==> src/rtl/json_escape_bounded_appender_macros.svh <==
// Assertion helpers for the appender RTL; clock and reset are the block's own.
`ifndef JSON_ESCAPE_BOUNDED_APPENDER_MACROS_SVH
`define JSON_ESCAPE_BOUNDED_APPENDER_MACROS_SVH

// Same-cycle implication.
`define JEBA_ASSERT_NOW(lbl, ante, cons, msg) \
    lbl: assert property (@(posedge i_clk) disable iff (!i_rst_n) (ante) |-> (cons)) \
        else $error(msg);

// Next-cycle implication.
`define JEBA_ASSERT_NEXT(lbl, ante, cons, msg) \
    lbl: assert property (@(posedge i_clk) disable iff (!i_rst_n) (ante) |=> (cons)) \
        else $error(msg);

`endif

==> src/rtl/jeba_pkg.sv <==
`default_nettype none
package jeba_pkg;

    localparam int LENGTH_BITS_DEF = 16;

    localparam logic [15:0] TOTAL_LIMIT_RST   = 16'd4096;
    localparam logic [15:0] BASE_CAPACITY_RST = 16'd256;
    localparam logic        GROWTH_RST        = 1'b1;
    localparam logic [15:0] TAIL_RESERVE_RST  = 16'd512;

    localparam logic [7:0] CTRL_LIMIT = 8'h20;

    // Input modes
    localparam logic [1:0] MODE_RAW   = 2'd0;
    localparam logic [1:0] MODE_ESC   = 2'd1;
    localparam logic [1:0] MODE_CLEAR = 2'd2;

    // Register indexes
    localparam logic [1:0] REG_TOTAL_LIMIT   = 2'd0;
    localparam logic [1:0] REG_BASE_CAPACITY = 2'd1;
    localparam logic [1:0] REG_GROWTH        = 2'd2;
    localparam logic [1:0] REG_TAIL_RESERVE  = 2'd3;

    localparam int PIECE_MAX = 6;

    // One run of bytes produced by a single input word
    typedef struct packed {
        logic [PIECE_MAX-1:0][7:0] piece;
        logic [2:0]                cnt;
        logic [15:0]               start;
        logic                      trunc;
    } t_run;

    function automatic logic [7:0] hex_digit(input logic [3:0] nib);
        logic [7:0] d;
        if (nib < 4'd10) begin
            d = 8'h30 + {4'd0, nib};
        end else begin
            d = 8'h57 + {4'd0, nib};
        end
        return d;
    endfunction

endpackage
`default_nettype wire

==> src/rtl/json_escape_bounded_appender.sv <==
// A run is registered in the held stage (r_a) and then in the emitting stage (r_b).
// Throughput, output ready: one input word per cycle while each yields at most one
// byte; an escaped word yields up to six bytes, one per cycle via the single port.
// Reset (synchronous, active low) empties both stages, zeroes the fill length,
// clears the truncated and halted flags and loads the register defaults.
`default_nettype none
`include "json_escape_bounded_appender_macros.svh"
module json_escape_bounded_appender
    import jeba_pkg::*;
#(
    parameter int LENGTH_BITS = LENGTH_BITS_DEF
) (
    input  wire logic        i_clk,
    input  wire logic        i_rst_n,

    input  wire logic        psel,
    input  wire logic        penable,
    input  wire logic        pwrite,
    input  wire logic [3:0]  paddr,
    input  wire logic [31:0] pwdata,
    output logic      [31:0] prdata,
    output logic             pready,

    input  wire logic        i_in_valid,
    output logic             o_in_ready,
    input  wire logic [1:0]  i_mode,
    input  wire logic [7:0]  i_in_byte,
    input  wire logic        i_starts_string,

    output logic             o_out_valid,
    input  wire logic        i_out_ready,
    output logic      [7:0]  o_out_byte,
    output logic      [15:0] o_out_position,
    output logic             o_last_of_run,
    output logic             o_truncated_now,
    output logic      [15:0] o_length_after
);

    localparam int LW = (LENGTH_BITS > 16) ? LENGTH_BITS : 16;
    localparam logic [LW-1:0] LenMax = LW'((64'd1 << LENGTH_BITS) - 64'd1);

    logic [15:0] r_total_limit, r_base_capacity, r_tail_reserve;
    logic        r_growth;

    logic [LENGTH_BITS-1:0] r_fill, n_fill;
    logic                   r_trunc, n_trunc;
    logic                   r_halted, n_halted;

    t_run       r_a, n_a;
    logic       r_a_valid;
    t_run       r_b;
    logic       r_b_valid;
    logic [2:0] r_b_idx;

    logic                  cfg_wr;
    logic                  in_acc;
    logic [PIECE_MAX-1:0][7:0] piece;
    logic [2:0]            piece_n;
    logic [15:0]           lim16;
    logic [LW-1:0]         lim, fill_ext, room;
    logic                  fits;
    logic [2:0]            w;
    logic                  append;
    logic [15:0]           tail_gap;
    logic                  tail_fail;
    logic                  halted_eff;
    logic                  b_last, b_free, a_move;

    // Configuration port
    assign pready = 1'b1;
    assign cfg_wr = psel && penable && pwrite;

    always_ff @(posedge i_clk) begin
        if (!i_rst_n) begin
            r_total_limit   <= TOTAL_LIMIT_RST;
            r_base_capacity <= BASE_CAPACITY_RST;
            r_growth        <= GROWTH_RST;
            r_tail_reserve  <= TAIL_RESERVE_RST;
        end else if (cfg_wr) begin
            unique case (paddr[3:2])
                REG_TOTAL_LIMIT:   r_total_limit   <= pwdata[15:0];
                REG_BASE_CAPACITY: r_base_capacity <= pwdata[15:0];
                REG_GROWTH:        r_growth        <= pwdata[0];
                REG_TAIL_RESERVE:  r_tail_reserve  <= pwdata[15:0];
                default: ;
            endcase
        end
    end

    always_comb begin
        unique case (paddr[3:2])
            REG_TOTAL_LIMIT:   prdata = {16'd0, r_total_limit};
            REG_BASE_CAPACITY: prdata = {16'd0, r_base_capacity};
            REG_GROWTH:        prdata = {31'd0, r_growth};
            REG_TAIL_RESERVE:  prdata = {16'd0, r_tail_reserve};
            default:           prdata = '0;
        endcase
    end

    jeba_escape u_escape (
        .i_esc   (i_mode == MODE_ESC),
        .i_byte  (i_in_byte),
        .o_piece (piece),
        .o_count (piece_n)
    );

    // Room left under the effective limit
    always_comb begin
        lim16 = r_total_limit;
        if (!r_growth && (r_base_capacity < r_total_limit)) begin
            lim16 = r_base_capacity;
        end
        lim = LW'(lim16);
        if (lim > LenMax) begin
            lim = LenMax;
        end
        fill_ext = LW'(r_fill);
        room     = (lim > fill_ext) ? (lim - fill_ext) : '0;
        fits     = room >= LW'(piece_n);
        w        = fits ? piece_n : room[2:0];
        tail_gap = r_total_limit - r_tail_reserve;
        tail_fail = (r_total_limit > r_tail_reserve) && (fill_ext >= LW'(tail_gap));
        halted_eff = r_halted && !i_starts_string;
    end

    assign in_acc = i_in_valid && o_in_ready;

    // State update for one accepted word
    always_comb begin
        n_fill   = r_fill;
        n_trunc  = r_trunc;
        n_halted = r_halted;
        append   = 1'b0;
        case (i_mode)
            MODE_RAW: begin
                append = 1'b1;
            end
            MODE_ESC: begin
                n_halted = halted_eff;
                if (halted_eff) begin
                    append = 1'b0;
                end else if (i_in_byte == 8'h00) begin
                    n_halted = 1'b1;
                end else if (tail_fail) begin
                    n_trunc  = 1'b1;
                    n_halted = 1'b1;
                end else begin
                    append = 1'b1;
                    if (r_trunc || !fits) begin
                        n_halted = 1'b1;
                    end
                end
            end
            MODE_CLEAR: begin
                n_fill  = '0;
                n_trunc = 1'b0;
            end
            default: ;
        endcase
        if (append) begin
            n_fill = LENGTH_BITS'(fill_ext + LW'(w));
            if (!fits) begin
                n_trunc = 1'b1;
            end
        end
        n_a.piece = piece;
        n_a.cnt   = w;
        n_a.start = 16'(fill_ext);
        n_a.trunc = n_trunc;
    end

    always_ff @(posedge i_clk) begin
        if (!i_rst_n) begin
            r_fill   <= '0;
            r_trunc  <= 1'b0;
            r_halted <= 1'b0;
        end else if (in_acc) begin
            r_fill   <= n_fill;
            r_trunc  <= n_trunc;
            r_halted <= n_halted;
        end
    end

    // Hand-off between the held run and the emitting run
    assign b_last     = r_b_valid && (r_b_idx == (r_b.cnt - 3'd1));
    assign b_free     = !r_b_valid || (i_out_ready && b_last);
    assign a_move     = r_a_valid && b_free;
    assign o_in_ready = !r_a_valid || b_free;

    always_ff @(posedge i_clk) begin
        if (!i_rst_n) begin
            r_a_valid <= 1'b0;
        end else if (in_acc && append && (w != 3'd0)) begin
            r_a_valid <= 1'b1;
        end else if (a_move) begin
            r_a_valid <= 1'b0;
        end
    end

    always_ff @(posedge i_clk) begin
        if (in_acc && append && (w != 3'd0)) begin
            r_a <= n_a;
        end
    end

    always_ff @(posedge i_clk) begin
        if (!i_rst_n) begin
            r_b_valid <= 1'b0;
            r_b_idx   <= '0;
        end else if (a_move) begin
            r_b_valid <= 1'b1;
            r_b_idx   <= '0;
        end else if (r_b_valid && i_out_ready) begin
            if (b_last) begin
                r_b_valid <= 1'b0;
            end else begin
                r_b_idx <= r_b_idx + 3'd1;
            end
        end
    end

    always_ff @(posedge i_clk) begin
        if (a_move) begin
            r_b <= r_a;
        end
    end

    assign o_out_valid     = r_b_valid;
    assign o_out_byte      = r_b.piece[r_b_idx];
    assign o_out_position  = r_b.start + {13'd0, r_b_idx};
    assign o_last_of_run   = b_last;
    assign o_truncated_now = r_b.trunc;
    assign o_length_after  = r_b.start + {13'd0, r_b_idx} + 16'd1;

    `JEBA_ASSERT_NOW(a_held_run_nonempty, r_a_valid, (r_a.cnt != 3'd0) && (r_a.cnt <= 3'd6), "held run has a bad byte count")
    `JEBA_ASSERT_NOW(b_index_in_run, r_b_valid, (r_b_idx < r_b.cnt) && (r_b.cnt <= 3'd6), "emit index outside its run")
    `JEBA_ASSERT_NEXT(b_position_advances, o_out_valid && i_out_ready && !o_last_of_run, o_out_valid && (o_out_position == 16'($past(o_out_position) + 16'd1)), "byte position did not advance within a run")
    `JEBA_ASSERT_NEXT(b_drains_when_idle, o_out_valid && i_out_ready && o_last_of_run && !r_a_valid, !o_out_valid, "output stayed valid with no pending run")

endmodule
`default_nettype wire

==> src/rtl/jeba_escape.sv <==
`default_nettype none
module jeba_escape
    import jeba_pkg::*;
(
    input  wire logic                      i_esc,
    input  wire logic [7:0]                i_byte,
    output logic      [PIECE_MAX-1:0][7:0] o_piece,
    output logic      [2:0]                o_count
);

    localparam logic [7:0] ChQuote = 8'h22;
    localparam logic [7:0] ChBslash = 8'h5C;
    localparam logic [7:0] ChNl = 8'h0A;
    localparam logic [7:0] ChCr = 8'h0D;
    localparam logic [7:0] ChTab = 8'h09;
    localparam logic [7:0] ChBs = 8'h08;
    localparam logic [7:0] ChFf = 8'h0C;

    logic [7:0] short_code;

    always_comb begin
        case (i_byte)
            ChQuote:  short_code = ChQuote;
            ChBslash: short_code = ChBslash;
            ChNl:     short_code = 8'h6E;
            ChCr:     short_code = 8'h72;
            ChTab:    short_code = 8'h74;
            ChBs:     short_code = 8'h62;
            ChFf:     short_code = 8'h66;
            default:  short_code = 8'h00;
        endcase
    end

    always_comb begin
        o_piece    = '0;
        o_piece[0] = i_byte;
        o_count    = 3'd1;
        if (i_esc) begin
            if (short_code != 8'h00) begin
                o_piece[0] = ChBslash;
                o_piece[1] = short_code;
                o_count    = 3'd2;
            end else if (i_byte < CTRL_LIMIT) begin
                o_piece[0] = ChBslash;
                o_piece[1] = 8'h75;
                o_piece[2] = 8'h30;
                o_piece[3] = 8'h30;
                o_piece[4] = hex_digit(i_byte[7:4]);
                o_piece[5] = hex_digit(i_byte[3:0]);
                o_count    = 3'd6;
            end
        end
    end

endmodule
`default_nettype wire
==> config.mk <==
export PLATFORM = sky130hd
export DESIGN_NAME = json_escape_bounded_appender
export DESIGN_NICKNAME = d
export VERILOG_FILES = /design/src/rtl/jeba_pkg.sv /design/src/rtl/json_escape_bounded_appender.sv /design/src/rtl/jeba_escape.sv
export VERILOG_INCLUDE_DIRS = /design/src /design/src/rtl
export SDC_FILE = /design/constraint.sdc
export NUM_CORES = 1
export LEC_CHECK = 0
export ABC_CLOCK_PERIOD_IN_PS = 12300
export BUFFER_PORTS_ARGS = -buffer_cell sky130_fd_sc_hd__buf_2
export CORE_MARGIN = 3
export CORE_UTILIZATION = 45
export DETAILED_ROUTE_END_ITERATION = 16
export PLACE_DENSITY = 0.71
export SETUP_SLACK_MARGIN = 0.05
export SKIP_CTS_REPAIR_TIMING = 1
export SKIP_LAST_GASP = 1
export SYNTH_ARGS = -nofsm -noshare
export SYNTH_HDL_FRONTEND = slang
export SYNTH_SLANG_ARGS = --single-unit
export TNS_END_PERCENT = 20
==> constraint.sdc <==
create_clock -name i_clk -period 12.3 [get_ports i_clk]
set_input_delay 0 -clock i_clk [delete_from_list [all_inputs] [get_ports i_clk]]
set_output_delay 0 -clock i_clk [all_outputs]
set_load 0.01 [all_outputs]
==> results by group, run 1 <==
Clock tree
  – Max H-tree Level: 4
  – CTS tree: done
  – Total CTS buffers: 17
  – Clk Latency, worst-skew pair: about 0.44 ns
  – Clock Tree Root: clkbuf_16
  – TritonCTS Sinks: 170
  – Clock transition at the registers of the reported paths: approximately 0.080 ns
  – Maximum clock path buffer count: 2

Drt
  – Routed wire length: around 25 mm
  – DRT antenna net count: 0
  – Via density: 5.48
  – Initial DRC count: 484
  – DR pass1 iterations: 6
  – DR vias: 8516
  – Post-route DRC: 0
  – Wire per inst: 16.1 um

Pwr
  – Static Leak: 4.90 nW
  – Peak supply drop: 0.0000953 V
  – Power Density: 115 mW/mm^2

Worst setup path
  – Critical path's top delay family: simple AND/OR/NAND/NOR gates
  – Req. time, crit path: around 13 ns
  – CP Buf/Inv Count: 3
  – Reg-to-reg slack, setup: approximately 3.4 ns
  – Startpoint types: flip-flop
  – Critical path class: flip-flop to flip-flop
  – CP max stage delay: between 0.5 and 0.6 ns
  – CP arrival: 9.24 ns
  – RR Endpoint: fill_ext[12]$_SDFFE_PN0P_
  – CP Max Fanout: 16
  – Worst reg2reg path depth: 33
  – CP max-delay cell: mux2_1
  – Reg2reg start: r_total_limit[1]$_SDFFE_PN0P_
  – Crit path capture type: flip-flop

Cells and area
  – Share of cells above drive strength 1: 13.0%
  – Fin nets: around 1400
  – Area Overhead vs Synth: 15.2%
  – Antenna diode count: 0
  – Layout Utilization: 53.2%

STA
  – Fin. max-slew vios: 0
  – Tcrit/Tclk final: just over 70%
  – Skew final: 0.0209 ns
  – Tmin final: 8.89 ns
  – RSZ-0062 raised after global routing: no
  – Slew HR: 20.2%
  – Final Hold Fails: 0
  – Worst slew pin tran: 1.19 ns
  – Fmax: 112 MHz
  – Final TNS setup: 0 ns
  – Final setup viols: 0

Status
  – Run status: complete, no violations

Floorplanning
  – Starting Density: 46.2%
  – I/O Pins: 131
  – Die width: 159 um
  – Chip height: 159 um
  – Die area: ~0.025 mm^2
  – Core area: 0.0228 mm^2
  – Num rows: 55

Synthesis
  – Mapped Avg Cell Area: between 9 and 10 um^2
  – Seq/Total Area, Yosys: 41.5%
  – Async set or reset register ratio after synthesis: 0%
  – Post-synth top area share: 27.9%
  – Area contributors post-synth: edfxtp_1, dfxtp_1, ha_1
  – Synth Flop Type: edfxtp_1
  – Flops & latches, synth: 170
  – Synth area leader: edfxtp_1
  – Synth warn: 0
  – Post-Syn Area: ~0.011 mm^2
  – Post-synth EDFFs: approximately 100
  – Synth unique cells: 80
  – Post-Synthesis Cells: 1117

Global route
  – Vias in the first global route: 7894
  – Largest net degree at the start of global routing: 51
  – Total gr overflow: 0
  – First-pass GRT wire length: around 40 mm
  – All-Layer GR Usage: 19.1%
  – Initial antenna violation count: 0

Hold path
  – Hold depth: 4
  – Worst hold start: i_mode[0]
  – Hold Path Sink: fill_ext[2]$_SDFFE_PN0P_
  – Hold Crit Class: input pin to flip-flop

Flow run
  – Max_cap viols: 0

Place
  – Routability cong.: 0.865
  – Hpwl dp: 18.3 mm
  – Port bufs: 95
## cells by family (layout without fill, tap and decap cells)
kind of cell             Yosys count  count (layout)  share of synthesized area [%]
other                              2              21                         0.0711
AND/OR/NAND/NOR                  371             371                           17.1
buffers and inverters            139             244                           5.75
adder cells (fa/ha/maj)           87              87                           10.6
XOR/XNOR                          51              51                           4.36
AO/OA/AOI/OAI                    250             250                           15.2
flip-flops                       170             170                           41.5
multiplexers                      47              47                           5.39
## layer usage
layer  up-vias  track usage [%]  part of all wire (%)
met5         -                0                     0
met4         0             5.57                   1.4
met3        24             2.99                   7.5
met2       322             30.5                    45
met1      3933             27.1                    46
li1       4237                -                     -
## flip-flops by register name (all words and copies together), names as in the netlist
signal and cells:
o_truncated_now 1, o_out_valid 1, r_growth 1, r_total_limit 16, r_trunc 1, r_base_capacity 16
r_b_idx 3, r_halted 1, r_a_valid 1, r_tail_reserve 16, r_b 48, fill_ext 16
r_a 49
## through the flow
step / instance area [um^2] / power, mW / hold WS (ns) / setup WS, ns / cells
3_5_place_dp: 11300 / 0.837 / 0.258 / 3.55 / 1495
4_1_cts: 11900 / 1.40 / -0.202 / 3.49 / 1527
6_report: 12200 / 1.39 / 0.00672 / 3.41 / 1554
2_1_floorplan: 10600 / 0.788 / 0.119 / 2.21 / 1136
5_1_grt: 12200 / 1.45 / 0.00603 / 2.78 / 1554
3_3_place_gp: 11300 / 0.832 / 0.253 / 3.68 / 1495
## cell usage in the layout (no fill, tap or decap), types with 10 or more instances in the layout
cell / Yosys / layout
nand2_1: 143 / 143
a21oi_1: 103 / 102
edfxtp_1: 98 / 98
buf_2: 2 / 95
inv_1: 85 / 85
ha_1: 83 / 83
dfxtp_1: 72 / 72
nor2_1: 56 / 56
nand3_1: 37 / 37
xnor2_1: 28 / 28
dlygate4sd3_1: 0 / 27
mux2i_1: 25 / 25
nor3_1: 24 / 24
xor2_1: 22 / 22
a21o_1: 22 / 22
conb_1: 2 / 21
o22ai_1: 18 / 18
o21ai_0: 17 / 17
clkbuf_16: 0 / 17
nand2b_1: 14 / 14
nor2b_1: 14 / 14
or4_1: 14 / 14
o31ai_1: 14 / 14
and3_1: 14 / 14
a211oi_1: 11 / 11
nand4_1: 10 / 10
o21ai_1: 10 / 10
## area by class of cell
class / instances / area, um^2
inverters: 86 / 323
well taps: 313 / 392
clock buffers: 17 / 425
flip-flops and latches: 170 / 4380
clock inverters: 15 / 206
fillers: 2067 / 10700
repair buffers: 126 / 776
multi-input cells: 827 / 5660
## report_power, final
part,switching [mW],internal (mW)
clock network,0.277,0.283
logic,0.112,0.0749
registers,0.0129,0.633
total,0.402,0.991
## worst reg2reg max path, delay by kind of cell (launching register included)
family                   cells  cell delay [ns]
AO/OA/AOI/OAI               13             2.75
adder cells (fa/ha/maj)      5             1.65
buffers and inverters        3             0.21
flip-flops                   1             0.48
AND/OR/NAND/NOR             10             2.84
multiplexers                 2             0.88
## how the worst max path moves through the flow
stage / startpoint / end / slack (ns) / cells after the start
after floorplan: r_total_limit[1]$_SDFFE_PN0P_ / r_a[0]$_DFFE_PP_ / 2.21 / 26
after global placement: r_total_limit[1]$_SDFFE_PN0P_ / fill_ext[12]$_SDFFE_PN0P_ / 3.68 / 33
after detailed placement: r_total_limit[1]$_SDFFE_PN0P_ / fill_ext[12]$_SDFFE_PN0P_ / 3.55 / 33
after CTS: r_total_limit[1]$_SDFFE_PN0P_ / fill_ext[12]$_SDFFE_PN0P_ / 3.49 / 33
after global routing: r_total_limit[1]$_SDFFE_PN0P_ / fill_ext[14]$_SDFFE_PN0P_ / 2.78 / 33
final: r_total_limit[1]$_SDFFE_PN0P_ / fill_ext[12]$_SDFFE_PN0P_ / 3.41 / 33
## cells in the mapped netlist, types with 8 or more instances
| library cell | instances |
|---|---|
| nand2_1 | 143 |
| a21oi_1 | 103 |
| edfxtp_1 | 98 |
| inv_1 | 85 |
| ha_1 | 83 |
| dfxtp_1 | 72 |
| nor2_1 | 56 |
| nand3_1 | 37 |
| clkbuf_1 | 28 |
| xnor2_1 | 28 |
| mux2i_1 | 25 |
| nor3_1 | 24 |
| a21o_1 | 22 |
| xor2_1 | 22 |
| buf_4 | 18 |
| o22ai_1 | 18 |
| o21ai_0 | 17 |
| and3_1 | 14 |
| nand2b_1 | 14 |
| nor2b_1 | 14 |
| o31ai_1 | 14 |
| or4_1 | 14 |
| a211oi_1 | 11 |
| nand4_1 | 10 |
| o21ai_1 | 10 |
| mux2_1 | 9 |
| o21a_1 | 9 |
| nor4_1 | 8 |
| or3_1 | 8 |
Power figures use the tool's default switching activity.
==> run 2, diff against run 1 <==
- ABC_AREA: not set -> 1
- ABC_CLOCK_PERIOD_IN_PS: 12300 -> 8690
- clock period: 12.3 -> 8.69 ns (I/O delays scaled with it)
==> run 2 against run 1 <==
The flow now finishes with violations (hold timing). Cell count rose by 17%. Wire length rose by 2.6%. Critical path depth rose by 9. Synthesized cell count increased by 23%. Register-to-register slack worse by 1.7 ns. Clock skew fell by 0.0061 ns. Setup slack worse by 1.7 ns. Critical path type unchanged. Largest cell class unchanged. Highest routed layer unchanged.
==> results by group, run 2 <==
Synthesis
  – Post-Synthesis Cells: 1377
  – Flops & latches, synth: 170
  – Post-synth top cells: nand2_1, inv_1, nor2_1, a21oi_1, edfxtp_1
  – Synth area leader: edfxtp_1
  – Synth Flop Type: edfxtp_1
  – Post-synth EDFFs: 98
  – Mapped Avg Cell Area: 7.96 um^2
  – Async set or reset register ratio after synthesis: 0%
  – Area contributors post-synth: edfxtp_1, dfxtp_1, nand2_1
  – Seq/Total Area, Yosys: 40.0%
  – Most frequent cell after synthesis: nand2_1
  – Post-Syn Area: 0.0110 mm^2
  – Post-synth top area share: between 20% and 30%
  – Synth warn: 0
  – Synth unique cells: 56

Drt
  – Wire per inst: about 14 um
  – DRT antenna net count: 0
  – Via density: 5.10
  – Post-route DRC: 0
  – DR pass1 iterations: 5
  – Initial DRC count: between 700 and 800
  – DR vias: 9305
  – Routed wire length: 25.7 mm

Place
  – Placed insts: between 1500 and 2000
  – Hpwl dp: 19.2 mm
  – Routability cong.: between 0.8 and 0.9
  – Port bufs: 95

Cells and area
  – Antenna diode count: 0
  – Top Registers: r_a: 49 flops, r_b: 48 flops
  – Commonest non-fill, non-tap cells in the layout: nand2_1, inv_1, nor2_1, a21oi_1, edfxtp_1
  – Layout Cells excl Fill: ~1800
  – Largest reg by FF count: r_a
  – Area Overhead vs Synth: 14.0%
  – Number of flip-flops in the largest register: 49
  – Fin nets: 1633
  – Share of cells above drive strength 1: 12.0%
  – Commonest non-fill, non-tap cell in the layout: nand2_1

Global route
  – All-Layer GR Usage: ~19%
  – Vias in the first global route: 8399
  – Initial antenna violation count: 0
  – Largest net degree at the start of global routing: 54
  – Total gr overflow: 0
  – First-pass GRT wire length: 41.5 mm

Worst setup path
  – CP max-delay cell: a2111oi_0
  – CP max stage delay: between 0.5 and 0.6 ns
  – Critical path's top delay family: compound AO/OA/AOI/OAI gates
  – Crit path capture type: flip-flop
  – Critical path's most frequent cell: nand2_1
  – CP Buf/Inv Count: 8
  – Startpoint types: flip-flop
  – CP arrival: 7.31 ns
  – Critical path class: flip-flop to flip-flop
  – Req. time, crit path: 9.03 ns
  – CP Max Fanout: 31

STA
  – Final TNS setup: 0 ns
  – Skew final: 0.0148 ns
  – Slew HR: 39.4%
  – RSZ-0062 raised after global routing: no
  – Final Hold Fails: 3
  – Fmax: 144 MHz
  – Hold Worst Slack: -0.0691 ns
  – Final setup viols: 0
  – Tmin final: 6.97 ns
  – Fin. max-slew vios: 0
  – Worst slew pin tran: a little over 0.9 ns
  – Tcrit/Tclk final: 80.2%

Clock tree
  – CTS tree: done
  – Clk Latency, worst-skew pair: 0.44 ns
  – Clock Tree Root: clkbuf_16
  – Total CTS buffers: 17
  – Clock transition at the registers of the reported paths: approximately 0.07 ns
  – Maximum clock path buffer count: 2
  – TritonCTS Sinks: 170
  – Max H-tree Level: 4

Floorplanning
  – Die width: 162 um
  – I/O Pins: roughly 130
  – Die area: around 0.026 mm^2
  – Starting Density: 46.3%
  – Chip height: between 150 and 200 um
  – Core area: 0.0237 mm^2
  – Num rows: 56

Status
  – Violated checks: hold timing
  – Run status: finished with violations

Pwr
  – Static Leak: around 5.8 nW
  – Peak supply drop: 0.000126 V
  – Power Density: 158 mW/mm^2

Hold path
  – Hold Crit Class: input pin to flip-flop

Flow run
  – Max_cap viols: 0
==> run 2: layout make-up <==
class,instances,area (um^2)
Fill cell,2232,11200
Sequential cell,170,4380
Inverter,221,830
Timing Repair Buffer,126,773
Clock buffer,17,425
Multi-Input combinational cell,956,5550
Tap cell,319,399
Clock inverter,15,136
==> run 2: worst paths after layout <==
check                                       from                   endpoint  slack [ns]  depth (start not counted)
setup / recovery  r_total_limit[11]$_SDFFE_PN0P_  fill_ext[10]$_SDFFE_PN0P_        1.72                         42
hold / removal                       i_out_ready    r_b_idx[0]$_SDFFE_PP0P_       -0.07                          5
setup reg to reg  r_total_limit[11]$_SDFFE_PN0P_  fill_ext[10]$_SDFFE_PN0P_        1.72                         42
hold reg to reg            r_a[31]$_SDFFCE_PN0P_          r_b[31]$_DFFE_PP_        0.41                          0
==> run 2: per-layer routing <==
layer  vias up  part of all wire (%)  GRT usage, %
li1       4759                     -             -
met1      4196                    45          25.7
met2       312                    47          32.1
met3        38                   5.6          2.78
met4         0                   2.2          7.41
met5         -                     0             0
==> run 2: cells by family after synthesis <==
group                      Yosys count  synth area share [%]
xor gates and xnor gates            48                  4.08
DFF                                170                  40.0
other                                2                0.0685
adders and majority gates           87                  10.2
and+or+nand+nor                    534                  21.5
AOI/OAI and AO/OA                  266                  14.0
buffers and inverters              270                  10.1
==> run 2: through the flow <==
stage	power, mW	hold WS (ns)	setup slack [ns]	util (%)	area [um^2]
6_report	1.97	-0.0691	1.72	52.8	12500
5_1_grt	2.07	0.000417	1.20	52.8	12500
4_1_cts	1.97	-0.205	1.74	51.7	12200
3_5_place_dp	1.25	0.249	1.82	49.3	11700
3_3_place_gp	1.24	0.245	1.96	49.3	11700
2_1_floorplan	1.16	0.113	2.95	-	11000
==> run 2: report_power, final <==
part / total (mW) / internal (mW) / leakage [nW] / switching, mW
registers: 0.898 / 0.884 / 1.52 / 0.0149
logic: 0.346 / 0.122 / 3.99 / 0.224
clock network: 0.727 / 0.378 / 0.275 / 0.349
==> run 2: worst register-to-register path, delay by kind of cell (launching register included) <==
family,cells,cell delay [ns]
adders and majority gates,6,1.68
xor gates and xnor gates,1,0.14
buffers and inverters,8,0.81
DFF,1,0.34
and+or+nand+nor,16,1.86
AOI/OAI and AO/OA,11,2.03
